--- config.mk ---
export PLATFORM = sky130hd
export DESIGN_NAME = box_intersection_over_union_unit_flat
export DESIGN_NICKNAME = d
export VERILOG_FILES = /design/src/design/biou_pkg.sv /design/src/design/biou_box_if.sv /design/src/design/biou_ratio_if.sv /design/src/design/box_intersection_over_union_unit.sv /design/src/design/biou_front.sv /design/src/design/biou_div.sv /design/src/flat_wrapper.sv
export SDC_FILE = /design/constraint.sdc
export NUM_CORES = 2
export LEC_CHECK = 0
export BUFFER_PORTS_ARGS = -buffer_cell sky130_fd_sc_hd__buf_2
export CORE_AREA = 2 2 388 390
export CTS_CLUSTER_SIZE = 30
export DETAILED_ROUTE_END_ITERATION = 12
export DIE_AREA = 0 0 390 392
export GPL_ROUTABILITY_DRIVEN = 0
export PLACE_DENSITY = 0.83
export SETUP_SLACK_MARGIN = 0.1
export SYNTH_ARGS = -nofsm -noshare
export SYNTH_HDL_FRONTEND = slang
export SYNTH_SLANG_ARGS = --single-unit
--- constraint.sdc ---
create_clock -name clk -period 26.7 [get_ports clk]
set_clock_uncertainty 0.15 [all_clocks]
set_input_delay 4.005 -clock clk [delete_from_list [all_inputs] [get_ports clk]]
set_output_delay 4.005 -clock clk [all_outputs]
set_load 0.05 [all_outputs]
--- src/design/biou_pkg.sv ---
// Package for the box intersection-over-union unit: widths, stage payload
// types and the clamped-span helper. No dependencies.
`timescale 1ns / 1ps
`default_nettype none

package biou_pkg;

    localparam int COORD_BITS = 12;
    localparam int FRAC_BITS  = 16;
    localparam int AREA_BITS  = 2 * COORD_BITS;
    localparam int UNION_BITS = AREA_BITS + 1;
    localparam int RATIO_BITS = FRAC_BITS + 1;
    localparam int DIV_STAGES = FRAC_BITS + 1;

    typedef logic [COORD_BITS-1:0] coord_t;
    typedef logic [AREA_BITS-1:0]  area_t;
    typedef logic [UNION_BITS-1:0] union_t;
    typedef logic [RATIO_BITS-1:0] ratio_t;

    // Clamped widths and heights
    typedef struct packed {
        coord_t iw;
        coord_t ih;
        coord_t wa;
        coord_t ha;
        coord_t wb;
        coord_t hb;
    } span_set_t;

    // Intersection and both box areas
    typedef struct packed {
        area_t inter;
        area_t area_a;
        area_t area_b;
    } area_set_t;

    // Divider operands as they leave the front end
    typedef struct packed {
        area_t  inter;
        union_t uni;
        logic   empty;
    } div_operand_t;

    // Partial state inside the divider pipeline
    typedef struct packed {
        union_t rem;
        ratio_t quot;
        union_t uni;
        logic   empty;
    } div_state_t;

    // Finished quotient handed to the output register
    typedef struct packed {
        ratio_t quot;
        logic   empty;
    } div_result_t;

    // hi - lo, clamped at zero
    function automatic coord_t span(input coord_t lo, input coord_t hi);
        span = (hi > lo) ? coord_t'(hi - lo) : '0;
    endfunction

endpackage

`default_nettype wire

--- src/design/biou_box_if.sv ---
// Input channel carrying one pair of boxes with a valid/ready handshake.
// Depends on biou_pkg.
`timescale 1ns / 1ps
`default_nettype none

interface biou_box_if;
    logic            valid;
    logic            ready;
    biou_pkg::coord_t a_xmin;
    biou_pkg::coord_t a_ymin;
    biou_pkg::coord_t a_xmax;
    biou_pkg::coord_t a_ymax;
    biou_pkg::coord_t b_xmin;
    biou_pkg::coord_t b_ymin;
    biou_pkg::coord_t b_xmax;
    biou_pkg::coord_t b_ymax;

    modport source (
        output valid, a_xmin, a_ymin, a_xmax, a_ymax, b_xmin, b_ymin, b_xmax, b_ymax,
        input  ready
    );
    modport sink (
        input  valid, a_xmin, a_ymin, a_xmax, a_ymax, b_xmin, b_ymin, b_xmax, b_ymax,
        output ready
    );
endinterface

`default_nettype wire

--- src/design/biou_ratio_if.sv ---
// Output channel carrying the overlap ratio and empty-union flag.
// Depends on biou_pkg.
`timescale 1ns / 1ps
`default_nettype none

interface biou_ratio_if;
    logic            valid;
    logic            ready;
    biou_pkg::ratio_t overlap_ratio;
    logic            empty_union;

    modport source (output valid, overlap_ratio, empty_union, input ready);
    modport sink   (input  valid, overlap_ratio, empty_union, output ready);
endinterface

`default_nettype wire

--- src/design/box_intersection_over_union_unit.sv ---
// Top level of the box intersection-over-union unit: front end, divider
// and output register. Depends on biou_pkg, biou_box_if, biou_ratio_if,
// biou_front and biou_div.
`timescale 1ns / 1ps
`default_nettype none

// Intersection over union of two axis-aligned boxes. Each transfer on
// "boxes" carries both boxes as xmin, ymin, xmax, ymax; a box with a max
// edge below its min edge has zero area. Each transfer produces exactly one
// transfer on "ratio": overlap_ratio = floor(intersection * 65536 / union),
// 17 bits, 65536 meaning 1.0. When both areas are zero the ratio reads 0
// and empty_union is set. The unit takes one pair per clock while
// boxes.ready is high; each pair passes through the register stages for
// spans, areas and union, then the one-bit-per-stage divider stages and
// then the output register. Every stage holds its own valid bit, so
// a stalled consumer fills empty stages first and back-pressure reaches
// the input only once the pipeline is full. No configuration, no state
// between items.

module box_intersection_over_union_unit (
    input  wire logic    clk,
    input  wire logic    rst_n,
    biou_box_if.sink     boxes,
    biou_ratio_if.source ratio
);

    biou_pkg::div_operand_t opnd;
    logic                   opnd_valid;
    logic                   opnd_ready;
    biou_pkg::div_result_t  res;
    logic                   res_valid;
    logic                   res_ready;

    biou_pkg::ratio_t       ratio_reg, ratio_next;
    logic                   empty_reg, empty_next;
    logic                   out_valid_reg;

    // Spans, products and union
    biou_front u_front (
        .clk        (clk),
        .rst_n      (rst_n),
        .boxes      (boxes),
        .opnd       (opnd),
        .opnd_valid (opnd_valid),
        .opnd_ready (opnd_ready)
    );

    // Quotient, one bit per stage
    biou_div u_div (
        .clk        (clk),
        .rst_n      (rst_n),
        .opnd       (opnd),
        .opnd_valid (opnd_valid),
        .opnd_ready (opnd_ready),
        .res        (res),
        .res_valid  (res_valid),
        .res_ready  (res_ready)
    );

    // Advance the output register when it is empty or its transfer completes
    assign res_ready = !out_valid_reg || ratio.ready;

    // Drop the divider's quotient when the union is empty: 0/0 reads as 0
    always_comb
    begin
        ratio_next = res.empty ? '0 : res.quot;
        empty_next = res.empty;
    end

    always_ff @(posedge clk or negedge rst_n)
    begin
        if (!rst_n)
            out_valid_reg <= 1'b0;
        else if (res_ready)
            out_valid_reg <= res_valid;
    end

    always_ff @(posedge clk)
    begin
        if (res_ready)
        begin
            ratio_reg <= ratio_next;
            empty_reg <= empty_next;
        end
    end

    assign ratio.valid         = out_valid_reg;
    assign ratio.overlap_ratio = ratio_reg;
    assign ratio.empty_union   = empty_reg;

endmodule

`default_nettype wire

--- src/design/biou_front.sv ---
// Front end: spans, areas and union in three register stages.
// Depends on biou_pkg and biou_box_if.
`timescale 1ns / 1ps
`default_nettype none

module biou_front (
    input  wire logic                   clk,
    input  wire logic                   rst_n,
    biou_box_if.sink                    boxes,
    output biou_pkg::div_operand_t      opnd,
    output logic                        opnd_valid,
    input  wire logic                   opnd_ready
);

    biou_pkg::span_set_t    span_reg,  span_next;
    biou_pkg::area_set_t    area_reg,  area_next;
    biou_pkg::div_operand_t opnd_reg,  opnd_next;
    logic                   v1_reg, v2_reg, v3_reg;
    logic                   en1, en2, en3;

    // A stage advances when it is empty or its successor advances
    assign en3 = !v3_reg || opnd_ready;
    assign en2 = !v2_reg || en3;
    assign en1 = !v1_reg || en2;
    assign boxes.ready = en1;

    // Stage 1: clamped spans
    always_comb
    begin
        span_next.iw = biou_pkg::span(
            (boxes.a_xmin > boxes.b_xmin) ? boxes.a_xmin : boxes.b_xmin,
            (boxes.a_xmax < boxes.b_xmax) ? boxes.a_xmax : boxes.b_xmax);
        span_next.ih = biou_pkg::span(
            (boxes.a_ymin > boxes.b_ymin) ? boxes.a_ymin : boxes.b_ymin,
            (boxes.a_ymax < boxes.b_ymax) ? boxes.a_ymax : boxes.b_ymax);
        span_next.wa = biou_pkg::span(boxes.a_xmin, boxes.a_xmax);
        span_next.ha = biou_pkg::span(boxes.a_ymin, boxes.a_ymax);
        span_next.wb = biou_pkg::span(boxes.b_xmin, boxes.b_xmax);
        span_next.hb = biou_pkg::span(boxes.b_ymin, boxes.b_ymax);
    end

    // Stage 2: three narrow products
    always_comb
    begin
        area_next.inter  = biou_pkg::area_t'(span_reg.iw * span_reg.ih);
        area_next.area_a = biou_pkg::area_t'(span_reg.wa * span_reg.ha);
        area_next.area_b = biou_pkg::area_t'(span_reg.wb * span_reg.hb);
    end

    // Stage 3: union; zero only when both areas are zero
    always_comb
    begin
        opnd_next.inter = area_reg.inter;
        opnd_next.uni   = biou_pkg::union_t'({1'b0, area_reg.area_a})
                        + biou_pkg::union_t'({1'b0, area_reg.area_b})
                        - biou_pkg::union_t'({1'b0, area_reg.inter});
        opnd_next.empty = (opnd_next.uni == '0);
    end

    always_ff @(posedge clk or negedge rst_n)
    begin
        if (!rst_n)
        begin
            v1_reg <= 1'b0;
            v2_reg <= 1'b0;
            v3_reg <= 1'b0;
        end
        else
        begin
            if (en1) v1_reg <= boxes.valid;
            if (en2) v2_reg <= v1_reg;
            if (en3) v3_reg <= v2_reg;
        end
    end

    always_ff @(posedge clk)
    begin
        if (en1) span_reg <= span_next;
        if (en2) area_reg <= area_next;
        if (en3) opnd_reg <= opnd_next;
    end

    assign opnd       = opnd_reg;
    assign opnd_valid = v3_reg;

endmodule

`default_nettype wire

--- src/design/biou_div.sv ---
// Pipelined restoring divider: one quotient bit per register stage.
// Depends on biou_pkg.
`timescale 1ns / 1ps
`default_nettype none

module biou_div (
    input  wire logic                   clk,
    input  wire logic                   rst_n,
    input  wire biou_pkg::div_operand_t opnd,
    input  wire logic                   opnd_valid,
    output logic                        opnd_ready,
    output biou_pkg::div_result_t       res,
    output logic                        res_valid,
    input  wire logic                   res_ready
);

    localparam int N = biou_pkg::DIV_STAGES;
    localparam int W = biou_pkg::UNION_BITS;

    biou_pkg::div_state_t st_reg  [N];
    biou_pkg::div_state_t st_next [N];
    logic [N-1:0]         valid_reg;
    logic [N-1:0]         en;

    assign opnd_ready = en[0];

    for (genvar i = 0; i < N; i++)
    begin : g_stage
        logic [W:0]           trial;
        logic [W:0]           diff;
        logic                 ge;
        biou_pkg::div_state_t prev;

        if (i == N - 1)
        begin : g_last
            assign en[i] = !valid_reg[i] || res_ready;
        end
        else
        begin : g_mid
            assign en[i] = !valid_reg[i] || en[i+1];
        end

        if (i == 0)
        begin : g_first
            // Top bit: the ratio is at most one, so compare without shifting
            always_comb
            begin
                prev.rem   = W'(opnd.inter);
                prev.quot  = '0;
                prev.uni   = opnd.uni;
                prev.empty = opnd.empty;
            end
            assign trial = {1'b0, prev.rem};
        end
        else
        begin : g_rest
            assign prev  = st_reg[i-1];
            assign trial = {prev.rem, 1'b0};
        end

        assign diff = trial - {1'b0, prev.uni};
        assign ge   = (trial >= {1'b0, prev.uni});

        // Remainder stays below the union, so it fits in W bits
        always_comb
        begin
            st_next[i].rem   = ge ? diff[W-1:0] : trial[W-1:0];
            st_next[i].quot  = {prev.quot[biou_pkg::RATIO_BITS-2:0], ge};
            st_next[i].uni   = prev.uni;
            st_next[i].empty = prev.empty;
        end

        always_ff @(posedge clk or negedge rst_n)
        begin
            if (!rst_n)
                valid_reg[i] <= 1'b0;
            else if (en[i])
                valid_reg[i] <= (i == 0) ? opnd_valid : valid_reg[(i == 0) ? 0 : i - 1];
        end

        always_ff @(posedge clk)
        begin
            if (en[i])
                st_reg[i] <= st_next[i];
        end
    end

    assign res.quot  = st_reg[N-1].quot;
    assign res.empty = st_reg[N-1].empty;
    assign res_valid = valid_reg[N-1];

endmodule

`default_nettype wire
--- src/flat_wrapper.sv ---
// flat-port wrapper written by rule: the top's interface ports become plain ports
module box_intersection_over_union_unit_flat 
  (clk, rst_n, boxes_valid, boxes_a_xmin, boxes_a_ymin, boxes_a_xmax, boxes_a_ymax, boxes_b_xmin, boxes_b_ymin, boxes_b_xmax, boxes_b_ymax, boxes_ready, ratio_valid, ratio_overlap_ratio, ratio_empty_union, ratio_ready);
  biou_box_if boxes_i ();
  biou_ratio_if ratio_i ();
  input  wire logic clk;
  input  wire logic rst_n;
  input wire logic [$bits(boxes_i.valid)-1:0] boxes_valid;
  input wire logic [$bits(boxes_i.a_xmin)-1:0] boxes_a_xmin;
  input wire logic [$bits(boxes_i.a_ymin)-1:0] boxes_a_ymin;
  input wire logic [$bits(boxes_i.a_xmax)-1:0] boxes_a_xmax;
  input wire logic [$bits(boxes_i.a_ymax)-1:0] boxes_a_ymax;
  input wire logic [$bits(boxes_i.b_xmin)-1:0] boxes_b_xmin;
  input wire logic [$bits(boxes_i.b_ymin)-1:0] boxes_b_ymin;
  input wire logic [$bits(boxes_i.b_xmax)-1:0] boxes_b_xmax;
  input wire logic [$bits(boxes_i.b_ymax)-1:0] boxes_b_ymax;
  output wire logic [$bits(boxes_i.ready)-1:0] boxes_ready;
  output wire logic [$bits(ratio_i.valid)-1:0] ratio_valid;
  output wire logic [$bits(ratio_i.overlap_ratio)-1:0] ratio_overlap_ratio;
  output wire logic [$bits(ratio_i.empty_union)-1:0] ratio_empty_union;
  input wire logic [$bits(ratio_i.ready)-1:0] ratio_ready;
  assign boxes_i.valid = boxes_valid;
  assign boxes_i.a_xmin = boxes_a_xmin;
  assign boxes_i.a_ymin = boxes_a_ymin;
  assign boxes_i.a_xmax = boxes_a_xmax;
  assign boxes_i.a_ymax = boxes_a_ymax;
  assign boxes_i.b_xmin = boxes_b_xmin;
  assign boxes_i.b_ymin = boxes_b_ymin;
  assign boxes_i.b_xmax = boxes_b_xmax;
  assign boxes_i.b_ymax = boxes_b_ymax;
  assign boxes_ready = boxes_i.ready;
  assign ratio_valid = ratio_i.valid;
  assign ratio_overlap_ratio = ratio_i.overlap_ratio;
  assign ratio_empty_union = ratio_i.empty_union;
  assign ratio_i.ready = ratio_ready;
  box_intersection_over_union_unit u_core (.clk(clk), .rst_n(rst_n), .boxes(boxes_i), .ratio(ratio_i));
endmodule
Word level (Yosys, flattened, before mapping)
Memories as Yosys holds them, arrays and structs flattened.
Cells that the tools add are included.

storage, ports and cells
  bits in registers = 233
  bits in writable memories = 1,156
  input bits = 100
  output and inout port bits = 20
  memories kept = 1

cells by class
  $add $sub $neg = 25
  multiply operators = 3
  order comparisons = 27
  multiplexer cells = 55
  reductions and logical operators = 43

memory list
  memory               depth  width  read ports  clocked after memory_dff  write ports  RTL line        text
  u_core.u_div.st_reg  17     68     17          0                         17           biou_div.sv:20  biou_pkg::div_state_t st_reg [N];

operator list
  kind                                              count
  25-bit two-way mux                                17
  26-bit by 25-bit >= comparator with 1-bit output  16
  25-bit subtractor                                 16
  12-bit greater-than comparator                    8
  12-bit by 12-bit multiplier with 24-bit output    3
  12-bit subtractor                                 6
  12-bit two-way mux                                4
  1-bit two-way mux                                 34
  24-bit by 24-bit adder with 25-bit output         1
  24-bit by 25-bit >= comparator with 1-bit output  1
  25-bit logical NOT                                1
  24-bit by 25-bit subtractor with 25-bit output    1
  25-bit by 24-bit subtractor with 25-bit output    1
  12-bit < comparator                               2
  1-bit logical NOT                                 21
  1-bit logical OR                                  21

Longest topological paths before layout
  depth after elaboration = 22
  mapped depth = 27
  mapped depth without buffers = 25

By module
From an unflattened synthesis, not the netlist that was laid out.

second synthesis, totals
  cell total of the unflattened synthesis = 7,793
  area, all modules = 82,869.5 um^2

by module, submodules not included
  module                            times used  cells each  area each (um^2)  seq. area each (um^2)
  biou_div                          1           4,927       55,468.2          29,553.3
  biou_front                        1           2,827       26,688.1          5,900.7
  box_intersection_over_union_unit  1           39          713.2             565.5

Worst setup path after synthesis
OpenSTA, ideal clock, no wires.

  path type = input port to output port
  start = in ratio_ready
  end = out boxes_ready
  data arrival time = 10.688 ns
  setup slack = 11.857 ns
  cell stages on the path = 8
  cell sequence = nor2b_1 -> nand2_1 -> nor2_1 -> nand2_1 -> nor3_1 -> nand3_1 -> nor2_1 -> nand3_1

between the ends
  longest elaborated chain between the ends = 21

ends and longest elaborated chain
  what                            RTL line                                text
  from (decl)                     flat_wrapper.sv:21                      input wire logic [$bits(ratio_i.ready)-1:0] ratio_ready;
  1-bit logical OR                box_intersection_over_union_unit.sv:61  assign res_ready = !out_valid_reg || ratio.ready;
  1-bit logical OR                biou_div.sv:36                          assign en[i] = !valid_reg[i] || res_ready;
  named net u_core.u_div.en[16]   biou_div.sv:23                          logic [N-1:0] en;
  1-bit logical OR (4 in a row)   biou_div.sv:40                          assign en[i] = !valid_reg[i] || en[i+1];
  named net u_core.u_div.en[12]   biou_div.sv:23
  1-bit logical OR (12 in a row)  biou_div.sv:40
  named net u_core.opnd_ready     box_intersection_over_union_unit.sv:29  logic opnd_ready;
  1-bit logical OR                biou_front.sv:22                        assign en3 = !v3_reg || opnd_ready;
  1-bit logical OR                biou_front.sv:23                        assign en2 = !v2_reg || en3;
  1-bit logical OR                biou_front.sv:24                        assign en1 = !v1_reg || en2;
  to (decl)                       flat_wrapper.sv:17                      output wire logic [$bits(boxes_i.ready)-1:0] boxes_ready;

The timed path passes the listed nets, and every way through them passes these cells.

Final worst setup path
Ends and elaborated chain as after synthesis.

==> impl_results.md <==
- Diode insertion count for antenna repair: 0
- Ratio of cells with drive above 1 in the final layout: 8.90%
- Number of buffers created by CTS: 119
- Top cell type's share of synthesized area: 43.6%
- Levels on crit path: 12
- Total standard cell area after synthesis: 0.0814 mm²
- Final hold viol count: 0
- Area of the core region: 0.149 mm²
- Maximum number of pins on one net before global-route repair: 74
- CP peak stage delay: 0.70 ns
- Critical-path maximum fanout: 66
- Chain of cells forming the critical path: buf_2 -> nor2b_1 -> nand2_1 -> nor2_1 -> nand2_2 -> buf_4 -> nor3_1 -> nand3_2 -> buf_4 -> nor2_1 -> nand3_4 -> buf_2
- Depth of the worst hold-timing path: 0
- Top achievable clock speed: 0.0817 GHz
- Post-synth EDFFs: 1182
- Count of unique library cells instantiated by Yosys: 95
- Buffers from clock root to sink, at most: 3
- Max-cap violations: 0
- Run status: complete, no violations
- Routed WL per cell: 19.1 µm
- Total setup violations reported at the end of the flow: 0
- Initial antenna violation count: 0
- Area growth from synthesis to final layout: 8.31%
- Dpl ws: 14.42 ns
- Share of flip-flops with an asynchronous set or reset after synthesis: 1.75%
- Effective utilization at floorplan: 54.7%
- Net count reported at finish: 8691
- Slew Viols, Final: 0
- Sort of element at the end of the critical path: primary output
- Most used DFF post-synth: edfxtp_1
- Clk_lat worst skew: 0.77 ns
- Count of filler cells inserted in the layout: 11.2k
- Busiest grt layer: met2
- Met1 layer usage reported by global route: 28.0%
- Vias per std cell: 5.85
- Total area of sequential cells: 0.0360 mm²
- Number of buffers added on ports: 119
- Met2 demand-to-capacity share in global routing: 42.5%
- Largest delay share family, worst path: simple AND/OR/NAND/NOR gates
- Drt first-iter violations: 4661
- Std-Cell Rows: 142
- Cell at the slowest stage of the critical path: nor3_1
- Required time reported for the critical path endpoint: 22.55 ns
- Via count: 55.8k
- CTS tree: done
- H-tree Lvls: 3
- Startpoint Class: input port
- DPL Wire Length: 139000 µm
- Total congestion overflow after global routing: 0
- Synthesized net count: 8556
- Arr. time, crit path: 8.08 ns
- Number of placed I/O pins: 120
- Mean instance size in the synthesized netlist: 11.1 µm²
- Max FFs per register: 970
- Cell type with the highest aggregate area in the netlist: edfxtp_1
- Fin crit period: 12.24 ns
- Portion of the post-synthesis area used by sequential elements: 44.2%
- CTS Hold Buffers Added: 0
- Cell depth of the worst flop-to-flop path: 19
- Worst Max-Slew Pin Slew: 1.32 ns
- DRC violations left: 0
- Post-route setup slack: 14.46 ns
- Root Buffer Master: clkbuf_16
- Die W: 390 µm
- Ys Warns: 0
- Clk sink count: 1203
- Number of buffer and inverter stages on the critical path: 4
- Clock input transition at the sequential cells of the worst setup and hold paths: 0.07 ns
- All-Layer GR Usage: 23.7%
- Period utilisation layout: 45.8%
- Setup repair after global routing missed its margin: no
- Yosys reg bits: 1203
- Met3 routing resource usage after global routing: 3.21%
- Type of the worst setup path: in -> out
- Area used by multi-input combinational logic: 0.0407 mm²
- Resized cells post-CTS: 0
- Iteration count of the initial detailed-routing pass: 6
- Die area: 0.153 mm²
- Area contributors post-synth: edfxtp_1 (44%), ha_1 (12%), fa_1 (8.5%), inv_1 (5.2%), mux2_2 (3.5%)
- Antenna Violating Nets Remaining: 0
- Height of the die: 392 µm
- Total length of routed wires: 182000 µm
- Final total negative setup slack: 0 ns
- Cells after synthesis: 7358
- Number of global-route vias before repair: 56.9k
- Type of the worst min-delay path: reg -> reg
- Post-CTS setup buffer count: 0
- Global-route wire length before repair: 291000 µm
- Tightest slew margin relative to the limit: 11.7%
-- cell families after synthesis --
family                     share of synthesized area, %
and+or+nand+nor                                    10.8
xor gates and xnor gates                           4.42
DFF                                                44.2
AOI/OAI and AO/OA                                  9.85
buffers and inverters                              5.93
muxes                                              4.72
adders and majority gates                          20.1
-- routing by layer --
| layer | routed length, µm | vias to the layer above |
|---|---|---|
| li1 | - | 25900 |
| met1 | 69800 | 27200 |
| met2 | 92500 | 2224 |
| met3 | 11000 | 531 |
| met4 | 9100 | 0 |
| met5 | 0 | - |
-- Yosys cell counts, types with 8 or more instances --
library cell	instances
edfxtp_1	1182
inv_1	1128
ha_1	752
nand2_1	482
a21oi_1	414
nor2_1	390
fa_1	346
xnor2_1	315
mux2_2	253
a21o_1	227
o21ai_0	218
and2_1	206
nor3_1	140
nor2b_1	114
nand2b_1	107
nand3_1	100
xor2_1	96
clkbuf_1	93
nand4_1	71
o21a_1	68
mux2i_1	45
a21boi_0	42
a31oi_1	40
mux2_1	35
and3_1	34
or3_1	34
a211oi_1	30
or2_2	28
nor4_1	27
o21bai_1	25
o21ai_1	23
buf_2	21
dfrtp_1	21
o31ai_1	16
o41ai_1	12
or4_1	11
mux2_4	10
nand4b_1	10
a211o_1	9
o211ai_1	9
a311oi_1	8
and4_1	8
nand3b_1	8
-- per-stage QoR --
stage	utilization, %	hold slack [ns]	area [µm²]	std cells
finish	59.2	0.221	88200	9539
global route	59.2	0.229	88200	9539
CTS	59.2	0.212	88200	9539
detailed placement	56.5	0.255	84100	9316
global placement	56.5	0.252	84100	9316
floorplan	-	0.250	81400	7358
-- area by class of cell --
class | instances | area share, %
clock buffers | 137 | 3.45
clock inverters | 86 | 1.16
well taps | 1944 | 2.76
repair buffers | 147 | 0.913
inverters | 1128 | 4.80
flip-flops and latches | 1203 | 40.8
multi-input cells | 4894 | 46.1
-- worst paths after layout --
check / endpoint / slack [ns] / start
max in group asynchronous: u_core.u_front.opnd_valid / 22.74 / rst_n
setup reg to reg: u_core.u_front.area_reg[22] / 19.87 / u_core.u_front.span_reg[14]
setup / recovery: boxes_ready / 14.46 / ratio_ready
hold reg to reg: u_core.u_div.st_reg[0][204] / 0.22 / u_core.u_div.st_reg[0][136]
hold / removal: u_core.u_div.st_reg[0][204] / 0.22 / u_core.u_div.st_reg[0][136]
min in group asynchronous: u_core.ratio.valid / 3.14 / rst_n
-- cells in the final DEF, fill, tap and decap left out, drive strengths merged, types with 206 or more instances in the layout --
| master | n |
|---|---|
| o21ai | 248 |
| a21o | 227 |
| edfxtp | 1182 |
| nor2 | 392 |
| nand2 | 484 |
| a21oi | 415 |
| and2 | 206 |
| mux2 | 298 |
| ha | 752 |
| fa | 346 |
| xnor2 | 315 |
| inv | 1138 |
Power is not shown: default switching activity piles up to over one toggle a cycle in this logic, so the estimate is an artifact.
